--- config.mk ---
export PLATFORM = sky130hd
export DESIGN_NAME = scalar_kalman_level_indicator
export DESIGN_NICKNAME = d
export VERILOG_FILES = /design/src/rtl/skli_pkg.sv /design/src/rtl/scalar_kalman_level_indicator.sv
export SDC_FILE = /design/constraint.sdc
export NUM_CORES = 2
export LEC_CHECK = 0
export BUFFER_PORTS_ARGS = -buffer_cell sky130_fd_sc_hd__buf_2
export CAP_MARGIN = 30
export CELL_PAD_IN_SITES_DETAIL_PLACEMENT = 1
export CELL_PAD_IN_SITES_GLOBAL_PLACEMENT = 2
export CORE_MARGIN = 3
export CORE_UTILIZATION = 30
export DETAILED_ROUTE_END_ITERATION = 16
export PLACE_DENSITY = 0.65
export SYNTH_ARGS = -nofsm -noshare
export SYNTH_HDL_FRONTEND = slang
export SYNTH_SLANG_ARGS = --single-unit
--- constraint.sdc ---
create_clock -name clk_i -period 12.7 [get_ports clk_i]
set_input_delay 0 -clock clk_i [delete_from_list [all_inputs] [get_ports clk_i]]
set_output_delay 0 -clock clk_i [all_outputs]
set_load 0.1 [all_outputs]
--- src/rtl/skli_pkg.sv ---
`default_nettype none

package skli_pkg;

  // Converter resolution; full scale (2^SampleBits - 1) equals 5 V
  localparam int SampleBits = 10;
  localparam int SampleFs   = (1 << SampleBits) - 1;

  // Q3.16 voltage, Q1.32 variance and gain
  localparam int VoltW    = 19;
  localparam int FracBits = 32;
  localparam int NoiseW   = 32;
  localparam int VarW     = FracBits + 1;
  localparam int PcW      = FracBits + 2;
  localparam int DenW     = FracBits + 3;
  localparam int ProdW    = 2 * FracBits;

  // Gain divide: one quotient bit per step
  localparam int QuoW = FracBits;
  localparam int CntW = $clog2(QuoW);

  // Scaling: sample*5*2^16/FS = ScaleQ*sample + (ScaleR*sample + FS/2)/FS
  localparam int VoltScale = 5 * 65536;
  localparam int ScaleQ    = VoltScale / SampleFs;
  localparam int ScaleR    = VoltScale % SampleFs;
  localparam int ScaleW    = 2 * SampleBits + 1;

  localparam logic [VoltW-1:0] VoltFull = VoltW'(VoltScale);

  localparam int PctW     = 7;
  localparam int ThrW     = 7;
  localparam int BandW    = 2;
  localparam int CfgIdxW  = 2;
  localparam int CfgDataW = 32;

  localparam logic [PctW-1:0] PctMax = PctW'(100);

  typedef enum logic [CfgIdxW-1:0] {
    REG_MEAS_NOISE,
    REG_PROC_NOISE,
    REG_HIGH_THR,
    REG_MID_THR
  } cfg_reg_e;

  typedef enum logic [BandW-1:0] {
    BAND_LOW,
    BAND_MID,
    BAND_HIGH
  } band_e;

  typedef enum logic [2:0] {
    ST_IDLE,
    ST_GSET,
    ST_GDIV,
    ST_MUL_VAR,
    ST_MUL_STEP,
    ST_UPDATE,
    ST_EMIT
  } state_e;

endpackage

`default_nettype wire

--- src/rtl/scalar_kalman_level_indicator.sv ---
// Scalar Kalman level indicator.
// Input channel (in_valid_i/in_ready_o) takes one raw converter word per item;
// output channel (out_valid_o/out_ready_i) returns one word per item with the
// filtered voltage (Q3.16), its 0..100 percent and the low/mid/high band.
// Configuration is a plain write port (cfg_we_i, cfg_idx_i, cfg_wdata_i):
// 0 measurement noise, 1 process noise, 2 high threshold, 3 mid threshold.
// One shift/compare/subtract unit works out the gain a bit per cycle, and one
// 32x32 multiplier is shared by the variance and estimate updates. Scaling to
// volts is a constant multiple plus a shift-add fold for the divide by 2^n-1.
// From input accept to out_valid_o the block steps through scale and set up,
// the gain divide steps, two multiplies, update and emit; with zero measurement
// noise the gain divide is skipped. in_ready_o is high only while idle, so a
// new item is taken only after the last one has left the emit step.
// The result sits in an output register; if the receiver stalls, the block
// still takes and works the next item, then holds in its last step with
// in_ready_o low until the output register frees.
// Reset: variance 1.0, estimate 0 V, registers to their defaults, output
// channel empty. Reset is asynchronous, active low.
`default_nettype none

module scalar_kalman_level_indicator
  import skli_pkg::*;
(
  input  wire logic                  clk_i,
  input  wire logic                  rst_ni,
  // configuration writes
  input  wire logic                  cfg_we_i,
  input  wire logic [CfgIdxW-1:0]    cfg_idx_i,
  input  wire logic [CfgDataW-1:0]   cfg_wdata_i,
  // sample input
  input  wire logic                  in_valid_i,
  output logic                       in_ready_o,
  input  wire logic [SampleBits-1:0] adc_sample_i,
  // result output
  output logic                       out_valid_o,
  input  wire logic                  out_ready_i,
  output logic [VoltW-1:0]           volt_estimate_o,
  output logic [PctW-1:0]            percent_o,
  output logic [BandW-1:0]           band_o
);

  // configuration registers
  logic [NoiseW-1:0] meas_noise_q, proc_noise_q;
  logic [ThrW-1:0]   high_thr_q, mid_thr_q;

  always_ff @(posedge clk_i or negedge rst_ni) begin
    if (!rst_ni) begin
      meas_noise_q <= NoiseW'(48183);
      proc_noise_q <= NoiseW'(43);
      high_thr_q   <= ThrW'(70);
      mid_thr_q    <= ThrW'(50);
    end else if (cfg_we_i) begin
      unique case (cfg_reg_e'(cfg_idx_i))
        REG_MEAS_NOISE: meas_noise_q <= cfg_wdata_i[NoiseW-1:0];
        REG_PROC_NOISE: proc_noise_q <= cfg_wdata_i[NoiseW-1:0];
        REG_HIGH_THR:   high_thr_q   <= cfg_wdata_i[ThrW-1:0];
        REG_MID_THR:    mid_thr_q    <= cfg_wdata_i[ThrW-1:0];
      endcase
    end
  end

  // sequencer and datapath registers
  state_e            state_q, state_d;
  logic [CntW-1:0]   cnt_q, cnt_d;
  logic [DenW-1:0]   rem_q, rem_d;
  logic [DenW-1:0]   den_q, den_d;
  logic [QuoW-1:0]   quo_q, quo_d;
  logic [PcW-1:0]    pc_q, pc_d;
  logic [VarW-1:0]   gain_q, gain_d;
  logic [VoltW-1:0]  vbase_q, vbase_d;
  logic [ScaleW-1:0] vrem_q, vrem_d;
  logic [VoltW-1:0]  v_q, v_d;
  logic [VarW-1:0]   var_q, var_d;
  logic [VoltW-1:0]  est_q, est_d;
  logic [ProdW-1:0]  prod_q, prod_d;
  logic              out_valid_q, out_valid_d;
  logic [VoltW-1:0]  out_volt_q, out_volt_d;
  logic [PctW-1:0]   out_pct_q, out_pct_d;
  logic [BandW-1:0]  out_band_q, out_band_d;

  // gain divide step: shift in one bit, compare, subtract
  logic [DenW:0]     rem_sh, rem_sub;
  logic              div_ge;
  logic [DenW-1:0]   rem_nx;
  logic [QuoW-1:0]   quo_nx;

  assign rem_sh  = {rem_q, quo_q[QuoW-1]};
  assign rem_sub = rem_sh - {1'b0, den_q};
  assign div_ge  = rem_sh >= {1'b0, den_q};
  assign rem_nx  = div_ge ? rem_sub[DenW-1:0] : rem_sh[DenW-1:0];
  assign quo_nx  = {quo_q[QuoW-2:0], div_ge};

  // scaling: floor(y / (2^n - 1)) = (y + (y >> n) + 1) >> n for these y
  logic [ScaleW-1:0] vfix;
  logic [VoltW-1:0]  v_scaled;
  assign vfix     = vrem_q + (vrem_q >> SampleBits) + ScaleW'(1);
  assign v_scaled = vbase_q + VoltW'(vfix[ScaleW-1:SampleBits]);

  // shared multiplier
  logic [FracBits-1:0] mul_a, mul_b;
  logic [ProdW-1:0]    mul_p;
  assign mul_p = ProdW'(mul_a) * ProdW'(mul_b);

  // 1 - gain, and the measurement-to-estimate distance
  logic [VarW-1:0]  one_minus;
  logic             v_ge;
  logic [VoltW-1:0] diff;
  assign one_minus = {1'b1, {FracBits{1'b0}}} - gain_q;
  assign v_ge      = v_q >= est_q;
  assign diff      = v_ge ? (v_q - est_q) : (est_q - v_q);

  // variance update: (1-G)*Pc >> 32 from the registered low product
  logic [DenW-1:0] var_sum;
  assign var_sum = DenW'(prod_q[ProdW-1:FracBits])
                 + (pc_q[FracBits]   ? DenW'(one_minus[FracBits-1:0])        : '0)
                 + (pc_q[FracBits+1] ? (DenW'(one_minus[FracBits-1:0]) << 1) : '0);

  // estimate update with round half up on the step
  logic [ProdW-1:0] rnd;
  logic [VoltW-1:0] step;
  logic [VoltW:0]   est_up;
  logic [VoltW-1:0] est_new;
  assign rnd     = prod_q + ProdW'(64'h8000_0000);
  assign step    = gain_q[FracBits] ? diff : rnd[FracBits+VoltW-1:FracBits];
  assign est_up  = (VoltW+1)'(est_q) + (VoltW+1)'(step);
  assign est_new = v_ge ? ((est_up > (VoltW+1)'(VoltFull)) ? VoltFull : est_up[VoltW-1:0])
                        : (est_q - step);

  // percent = est*20 >> 16, then band
  logic [VoltW+4:0] pct_prod;
  logic [PctW-1:0]  pct;
  band_e            band;
  assign pct_prod = ((VoltW+5)'(est_q) << 4) + ((VoltW+5)'(est_q) << 2);
  assign pct      = pct_prod[16+PctW-1:16];

  always_comb begin
    priority if (pct >= high_thr_q) begin
      band = BAND_HIGH;
    end else if (pct >= mid_thr_q) begin
      band = BAND_MID;
    end else begin
      band = BAND_LOW;
    end
  end

  logic out_free;
  assign out_free = !out_valid_q || out_ready_i;

  // next state
  always_comb begin
    state_d = state_q;
    unique case (state_q)
      ST_IDLE:     if (in_valid_i) state_d = ST_GSET;
      ST_GSET:     state_d = (meas_noise_q == '0) ? ST_MUL_VAR : ST_GDIV;
      ST_GDIV:     if (cnt_q == '0) state_d = ST_MUL_VAR;
      ST_MUL_VAR:  state_d = ST_MUL_STEP;
      ST_MUL_STEP: state_d = ST_UPDATE;
      ST_UPDATE:   state_d = ST_EMIT;
      ST_EMIT:     if (out_free) state_d = ST_IDLE;
      default:     state_d = ST_IDLE;
    endcase
  end

  // datapath and outputs
  always_comb begin
    cnt_d       = cnt_q;
    rem_d       = rem_q;
    den_d       = den_q;
    quo_d       = quo_q;
    pc_d        = pc_q;
    gain_d      = gain_q;
    vbase_d     = vbase_q;
    vrem_d      = vrem_q;
    v_d         = v_q;
    var_d       = var_q;
    est_d       = est_q;
    prod_d      = prod_q;
    out_volt_d  = out_volt_q;
    out_pct_d   = out_pct_q;
    out_band_d  = out_band_q;
    out_valid_d = out_valid_q && !out_ready_i;
    mul_a       = one_minus[FracBits-1:0];
    mul_b       = pc_q[FracBits-1:0];
    unique case (state_q)
      ST_IDLE: begin
        if (in_valid_i) begin
          vbase_d = VoltW'(ScaleQ) * VoltW'(adc_sample_i);
          vrem_d  = ScaleW'(ScaleR) * ScaleW'(adc_sample_i) + ScaleW'(SampleFs / 2);
          pc_d    = PcW'(var_q) + PcW'(proc_noise_q);
        end
      end
      ST_GDIV: begin
        rem_d = rem_nx;
        quo_d = quo_nx;
        cnt_d = cnt_q - CntW'(1);
        if (cnt_q == '0) begin
          gain_d = {1'b0, quo_nx[FracBits-1:0]};
        end
      end
      ST_GSET: begin
        v_d = v_scaled;
        if (meas_noise_q == '0) begin
          gain_d = {1'b1, {FracBits{1'b0}}};
        end else begin
          rem_d = DenW'(pc_q);
          den_d = DenW'(pc_q) + DenW'(meas_noise_q);
          quo_d = '0;
          cnt_d = CntW'(FracBits - 1);
        end
      end
      ST_MUL_VAR: begin
        prod_d = mul_p;
      end
      ST_MUL_STEP: begin
        var_d  = one_minus[FracBits] ? pc_q[VarW-1:0] : var_sum[VarW-1:0];
        mul_a  = gain_q[FracBits-1:0];
        mul_b  = FracBits'(diff);
        prod_d = mul_p;
      end
      ST_UPDATE: begin
        est_d = est_new;
      end
      ST_EMIT: begin
        if (out_free) begin
          out_valid_d = 1'b1;
          out_volt_d  = est_q;
          out_pct_d   = pct;
          out_band_d  = band;
        end
      end
      default: ;
    endcase
  end

  // control and filter state
  always_ff @(posedge clk_i or negedge rst_ni) begin
    if (!rst_ni) begin
      state_q     <= ST_IDLE;
      cnt_q       <= '0;
      var_q       <= {1'b1, {FracBits{1'b0}}};
      est_q       <= '0;
      out_valid_q <= 1'b0;
    end else begin
      state_q     <= state_d;
      cnt_q       <= cnt_d;
      var_q       <= var_d;
      est_q       <= est_d;
      out_valid_q <= out_valid_d;
    end
  end

  // payload registers
  always_ff @(posedge clk_i) begin
    rem_q      <= rem_d;
    den_q      <= den_d;
    quo_q      <= quo_d;
    pc_q       <= pc_d;
    gain_q     <= gain_d;
    vbase_q    <= vbase_d;
    vrem_q     <= vrem_d;
    v_q        <= v_d;
    prod_q     <= prod_d;
    out_volt_q <= out_volt_d;
    out_pct_q  <= out_pct_d;
    out_band_q <= out_band_d;
  end

  assign in_ready_o      = (state_q == ST_IDLE);
  assign out_valid_o     = out_valid_q;
  assign volt_estimate_o = out_volt_q;
  assign percent_o       = out_pct_q;
  assign band_o          = out_band_q;

  // checks
  a_busy_after_accept: assert property (@(posedge clk_i) disable iff (!rst_ni)
    in_valid_i && in_ready_o |=> !in_ready_o)
    else $error("input accepted again while busy");

  a_volt_range: assert property (@(posedge clk_i) disable iff (!rst_ni)
    out_valid_o |-> volt_estimate_o <= VoltFull)
    else $error("voltage estimate above full scale");

  a_pct_range: assert property (@(posedge clk_i) disable iff (!rst_ni)
    out_valid_o |-> percent_o <= PctMax)
    else $error("percent above 100");

  a_band_high: assert property (@(posedge clk_i) disable iff (!rst_ni)
    out_valid_o && (percent_o >= high_thr_q) |-> band_o == BAND_HIGH)
    else $error("band disagrees with high threshold");

endmodule

`default_nettype wire
# [After elaboration in Yosys (flattened, before gate mapping)]
# Cells that the tools add are included.
[totals] register_bits=453 elab_cells=108
[classes] add_sub_neg=17 multipliers=3 n_lt_le_gt_ge=5 eq_ne=14 n_mux=27 bitwise=1 reduce_logical=20
[ops] cell="two-way mux 33 bit" n=4
[ops] cell="two-way mux 32 bit" n=4
[ops] cell="two-way mux 19 bit" n=4
[ops] cell="two-way mux 35 bit" n=2
[ops] cell="one-hot mux 35 bit (2 select lines)" n=1
[ops] cell="one-hot mux 33 bit (2 select lines)" n=1
[ops] cell="multiplier 32 x 32 -> 64 bit" n=1
[ops] cell="one-hot mux 32 bit (2 select lines)" n=1
[ops] cell="subtractor 19 bit" n=3
[ops] cell="adder 51 x 32 -> 51 bit (second input constant)" n=1
[ops] cell="greater-or-equal comparator 36 x 35 -> 1 bit" n=1
[ops] cell="adder 34 x 32 -> 35 bit" n=1
[ops] cell="subtractor 35 bit" n=1
[ops] cell="adder 33 x 32 -> 34 bit" n=1
[ops] cell="adder 32 x 32 -> 33 bit" n=1
[ops] cell="adder 33 bit" n=1
[ops] cell="subtractor 33 bit (first input constant)" n=1
[ops] cell="zero test 32 bit" n=1
[ops] cell="multiplier 3 x 10 -> 13 bit (first input constant)" n=2
[ops] cell="adder 23 x 21 -> 23 bit" n=1
[ops] cell="adder 21 x 1 -> 21 bit (second input constant)" n=1
[ops] cell="adder 21 x 11 -> 21 bit" n=1
[ops] cell="one-hot mux 3 bit (7 select lines)" n=1
[ops] cell="adder 19 x 19 -> 20 bit" n=1
[ops] cell="other kinds (27)" n=50

# [Depth between registers and ports, before layout]
[depth] word_depth=7 depth_mapped=43

# [Worst setup path before layout]
# Ideal clock, no wire load.
[synth_timing] path_type="register to register" start="register est_q[1]" end="register prod_q[62] (data pin)" setup_ps=262 arrival_time_ps=10034 required_ps=12438 slack_ps=2404 path_stages_with_launch=37 synth_period_minus_slack_ps=10296 path_cell_list="dfrtp_1 -> inv_1 -> fa_1 -> a21o_1 -> a21o_1 -> a21o_1 -> a2111o_1 -> a311oi_1 -> o311ai_2 -> and2_1 -> and3_1 -> o31a_1 -> mux2i_1 -> buf_2 -> nor2_1 -> fa_1 -> fa_1 -> inv_1 -> fa_1 -> fa_1 -> fa_1 -> inv_1 -> fa_1 -> fa_1 -> fa_1 -> ha_1 -> a21oi_1 -> o21ai_0 -> a21oi_1 -> o211ai_1 -> a2111oi_0 -> nor3b_1 -> nor3_1 -> o221ai_1 -> a31oi_1 -> o21bai_1 -> xor2_1"
[synth_via] elab_chain_len=4 word_cells_on_any_way=6 cone_classes="add/sub (2); mul (1); order compare (1); mux (2)"
[synth_lines] item="start, declared" line_no="scalar_kalman_level_indicator.sv:74" source="logic [VoltW-1:0] est_q, est_d;"
[synth_lines] item="start signal, assigned" line_no="scalar_kalman_level_indicator.sv:247" source="est_q <= est_d;"
[synth_lines] item="subtractor 19 bit / greater-or-equal comparator 19 bit (equally long branches)" line_no="scalar_kalman_level_indicator.sv:110, scalar_kalman_level_indicator.sv:109"
[synth_lines] item="two-way mux 19 bit (*)" line_no="scalar_kalman_level_indicator.sv:110" source="assign diff = v_ge ? (v_q - est_q) : (est_q - v_q);"
[synth_lines] item="two-way mux 32 bit (*)" line_no="scalar_kalman_level_indicator.sv:184" source="unique case (state_q)"
[synth_lines] item="multiplier 32 x 32 -> 64 bit (*)" line_no="scalar_kalman_level_indicator.sv:102" source="assign mul_p = ProdW'(mul_a) * ProdW'(mul_b);"
[synth_lines] item="net mul_p[62]" line_no="scalar_kalman_level_indicator.sv:101" source="logic [ProdW-1:0] mul_p;"
[synth_lines] item="end signal, assigned" line_no="scalar_kalman_level_indicator.sv:262" source="prod_q <= prod_d;"
[synth_lines] item="end, declared" line_no="scalar_kalman_level_indicator.sv:75" source="logic [ProdW-1:0] prod_q, prod_d;"
# The timed path passes the listed nets; every way through them passes the cells marked *.
# A chain may end at the register's enable or synchronous reset.

# [Worst setup path in the final report]
[layout_timing] start="register est_q[0]" end="register prod_q[63] (data pin)"
# The elaborated chain is that of the path after synthesis.

==> reports/qor.txt <==
Post-Syn Area -> 0.0616 sq mm
CTS clk-pin slew, worst paths -> 0.07 ns
Post-Synth XOR/XNOR Area -> 4.52%
smallest setup slack after layout -> 0.671 ns
cell count after placement -> 9,337
layout cells sized above 1 -> 8.30%
H-tree depth -> 2
RSZ-0062 raised after global routing -> false
CTS buffer count -> 49
syn nets -> 8,177
main combinational cell family by area after synthesis -> adder cells
vias in the first global route -> 52,300
Total GRT Usage -> 21.8%
measured slew at the worst slew-check pin -> 1.06 ns
Final Wtd Congestion -> 0.875
Clock Tree Root -> clkbuf_16
Initial Util -> 30.3%
latest clock arrival within the worst-skew pair -> 0.62 ns
sequential cell area -> 0.0118 sq mm
Crit Reg-Reg Startpoint -> est_q[0]$_DFFE_PN0P_
most frequent cell after synthesis -> inv_1
Slew Limit Fails -> 0
Critical R2R Capture -> prod_q[63]$_DFFE_PP_
top cells by area, synth -> fa_1 (30%), edfxtp_1 (13%), ha_1 (11%)
Ys Warns -> 0
failing checks -> hold timing
Ports -> 79
top cell type's share of synthesized area -> 30.4%
Seq/Total Area, Yosys -> 19.2%
DR WL/cell -> 24.1 um
area grow syn2layout -> 10.9%
HP Class -> in2async
via count -> 48,200
filler instances -> 23,400
Worst EP arrival -> 12.39 ns
nets@finish -> 8,273
first-pass GRT wire length -> 346 mm
Hold Fails Final Rpt -> 1
Max Cap Viol -> 0
pre-CTS setup slack -> 0.184 ns
CP startpoint kind -> register
Reg2Reg Depth -> 40
Layout Skew -> 0.0262 ns
Core ar. -> 0.203 sq mm
Num Clock Sinks -> 415
Critical Path Max Stage Delay -> 0.54 ns
Post-synth top flop -> edfxtp_1
number of synthesized flops with an enable pin -> 276
Die Width -> 459 um
Final Util -> 33.6%
Final ANT Viol Nets -> 0
top cell type by total area after synthesis -> fa_1
Post-Synth Simple-Gate Area -> 15.2%
Cells after Synth -> 6,668
DPL Wire Length -> 187 mm
FF+latch count, synth -> 415
Commonest cells post-synth -> inv_1 (1,023), fa_1 (936), nand2_1 (788)
# DRC -> 0
grt total ovfl -> 0
Synth Area in Adders -> 41.1%
Max Clock Freq -> 0.0831 GHz
port bufs -> 78
final non-filler cell total -> 9,479
largest net degree at the start of global routing -> 90
Crit Path Class -> reg2reg
Setup-failing EPs final -> 0
hold slack -> -0.0123 ns
asr flop ratio synth -> 33.5%
post-synth cell types -> 100
Max Root-Sink Buffers -> 3
1st-iter DRT viols -> 2,762
Die Ht -> 459 um
multi-input logic area -> 0.0451 sq mm
Slew HR -> 28.3%
outcome -> finished with violations
reg-to-reg setup timing slack -> 0.67 ns
Crit. End Element -> register
DRT Pass-1 Iters -> 5
post-route clock period utilization -> 94.7%
CTS tree -> built
initial antenna violation count -> 9
crit path max-delay cell type -> fa_1
multiplexer share of the synthesized area -> 1.80%
cell mode on critical path -> fa_1
compound-cell area share of the yosys netlist -> 10.1%
Worst EP required -> 13.07 ns
Row Count -> 165
CP max FO -> 8
post-layout min period -> 12.03 ns
die area -> 0.211 sq mm
drt total wl -> 229 mm
syn_area_per_cell -> 9.23 sq um
post-route setup TNS -> 0 ns
vias per cell -> 5.08
registers in the layout, indices dropped and copies added, names as in the netlist:
register,cells
meas_noise_q,32
proc_noise_q,32
pc_q,34
prod_q,33
out_valid_o,1
gain_q,33
vrem_q,14
percent_o,7
den_q,35
volt_estimate_o,19
vbase_q,13
est_q,19
v_q,19
rem_q,35
var_q,33
high_thr_q,7
mid_thr_q,7
cnt_q,5
state_q,3
band_o,2
quo_q,32
worst max-delay path by stage:
stage                                from                   end  slack [ns]  depth (start not counted)
floorplan            est_q[1]$_DFFE_PN0P_  prod_q[62]$_DFFE_PP_        2.40                         36
detailed placement  est_q[14]$_DFFE_PN0P_  prod_q[56]$_DFFE_PP_        0.18                         35
finish               est_q[0]$_DFFE_PN0P_  prod_q[63]$_DFFE_PP_        0.67                         40
global placement    est_q[14]$_DFFE_PN0P_  prod_q[56]$_DFFE_PP_        0.42                         36
global route         est_q[0]$_DFFE_PN0P_  prod_q[62]$_DFFE_PP_        0.05                         41
CTS                 est_q[14]$_DFFE_PN0P_  prod_q[56]$_DFFE_PP_        0.18                         35
logic make-up (layout without fill, tap and decap cells):
family | after synthesis | count (layout)
AO/OA/AOI/OAI | 981 | 981
XOR/XNOR | 315 | 315
adder cells (fa/ha/maj) | 1460 | 1460
buffers and inverters | 1305 | 1441
flip-flops | 415 | 415
multiplexers | 101 | 101
other | 1 | 4
AND/OR/NAND/NOR | 2090 | 2090
routing by layer:
layer / vias up / global-route usage (%) / wire [um]
li1: 21700 / - / -
met1: 25500 / 30.5 / 106000
met5: - / 0 / 0
met2: 794 / 36.8 / 110000
met4: 0 / 4.26 / 5200
met3: 201 / 1.91 / 8030
area by class of cell:
type	count	share of cell area [%]
diodes	3	0.0110
clock buffers	59	2.03
clock inverters	32	0.405
inverters	1026	5.64
multi-input cells	4948	66.1
flip-flops and latches	415	17.3
well taps	2672	4.90
repair buffers	324	3.61
critical path, delay by kind of cell (launching register included):
family	cells	cell delay, ns
fa+ha+maj	11	5.10
compound gates	12	3.24
simple gates	6	1.56
mux	1	0.21
flops	1	0.47
buf+inv	9	1.05
xor+xnor	1	0.10
per-stage QoR:
stage | hold WS [ns] | cell area [sq um]
2_1_floorplan | -0.296 | 61600
3_3_place_gp | 0.0958 | 65900
3_5_place_dp | 0.108 | 66000
4_1_cts | 0.00979 | 68100
5_1_grt | 0.0438 | 68200
6_report | -0.0123 | 68200
timing repair:
action                                 in CTS  in global routing
endpoints found under the hold margin     168                  0
hold buffers                               43                  0
gates resized for setup                     0                 10
setup buffers                               0                  3
setup endpoints to repair                   0                 14
cell usage in the layout (no fill, tap or decap), types with 22 or more instances in the layout:
cell type      synthesis  final
a211oi_1              32     31
a21o_1               124    124
a21oi_1              289    287
a31oi_1               49     48
and2_1               129    128
and3_1                90     90
buf_2                 25     77
buf_4                  5    193
clkbuf_16              0     53
dfrtp_1              118    117
dlygate4sd3_1          0     43
edfxtp_1             276    276
fa_1                 936    936
ha_1                 524    524
inv_1               1023   1023
mux2_2                80     79
nand2_1              788    785
nand2b_1              52     52
nand3_1               68     68
nand4_1               38     38
nor2_1               694    691
nor2b_1               53     53
nor3_1                60     59
nor4_1                25     25
o211ai_1              32     32
o21a_1                44     43
o21ai_0              204    202
o21bai_1              43     43
or3_1                 22     22
xnor2_1              197    185
xor2_1               116    109
Power is not shown: default switching activity piles up to over one toggle a cycle in this logic, so the estimate is an artifact.
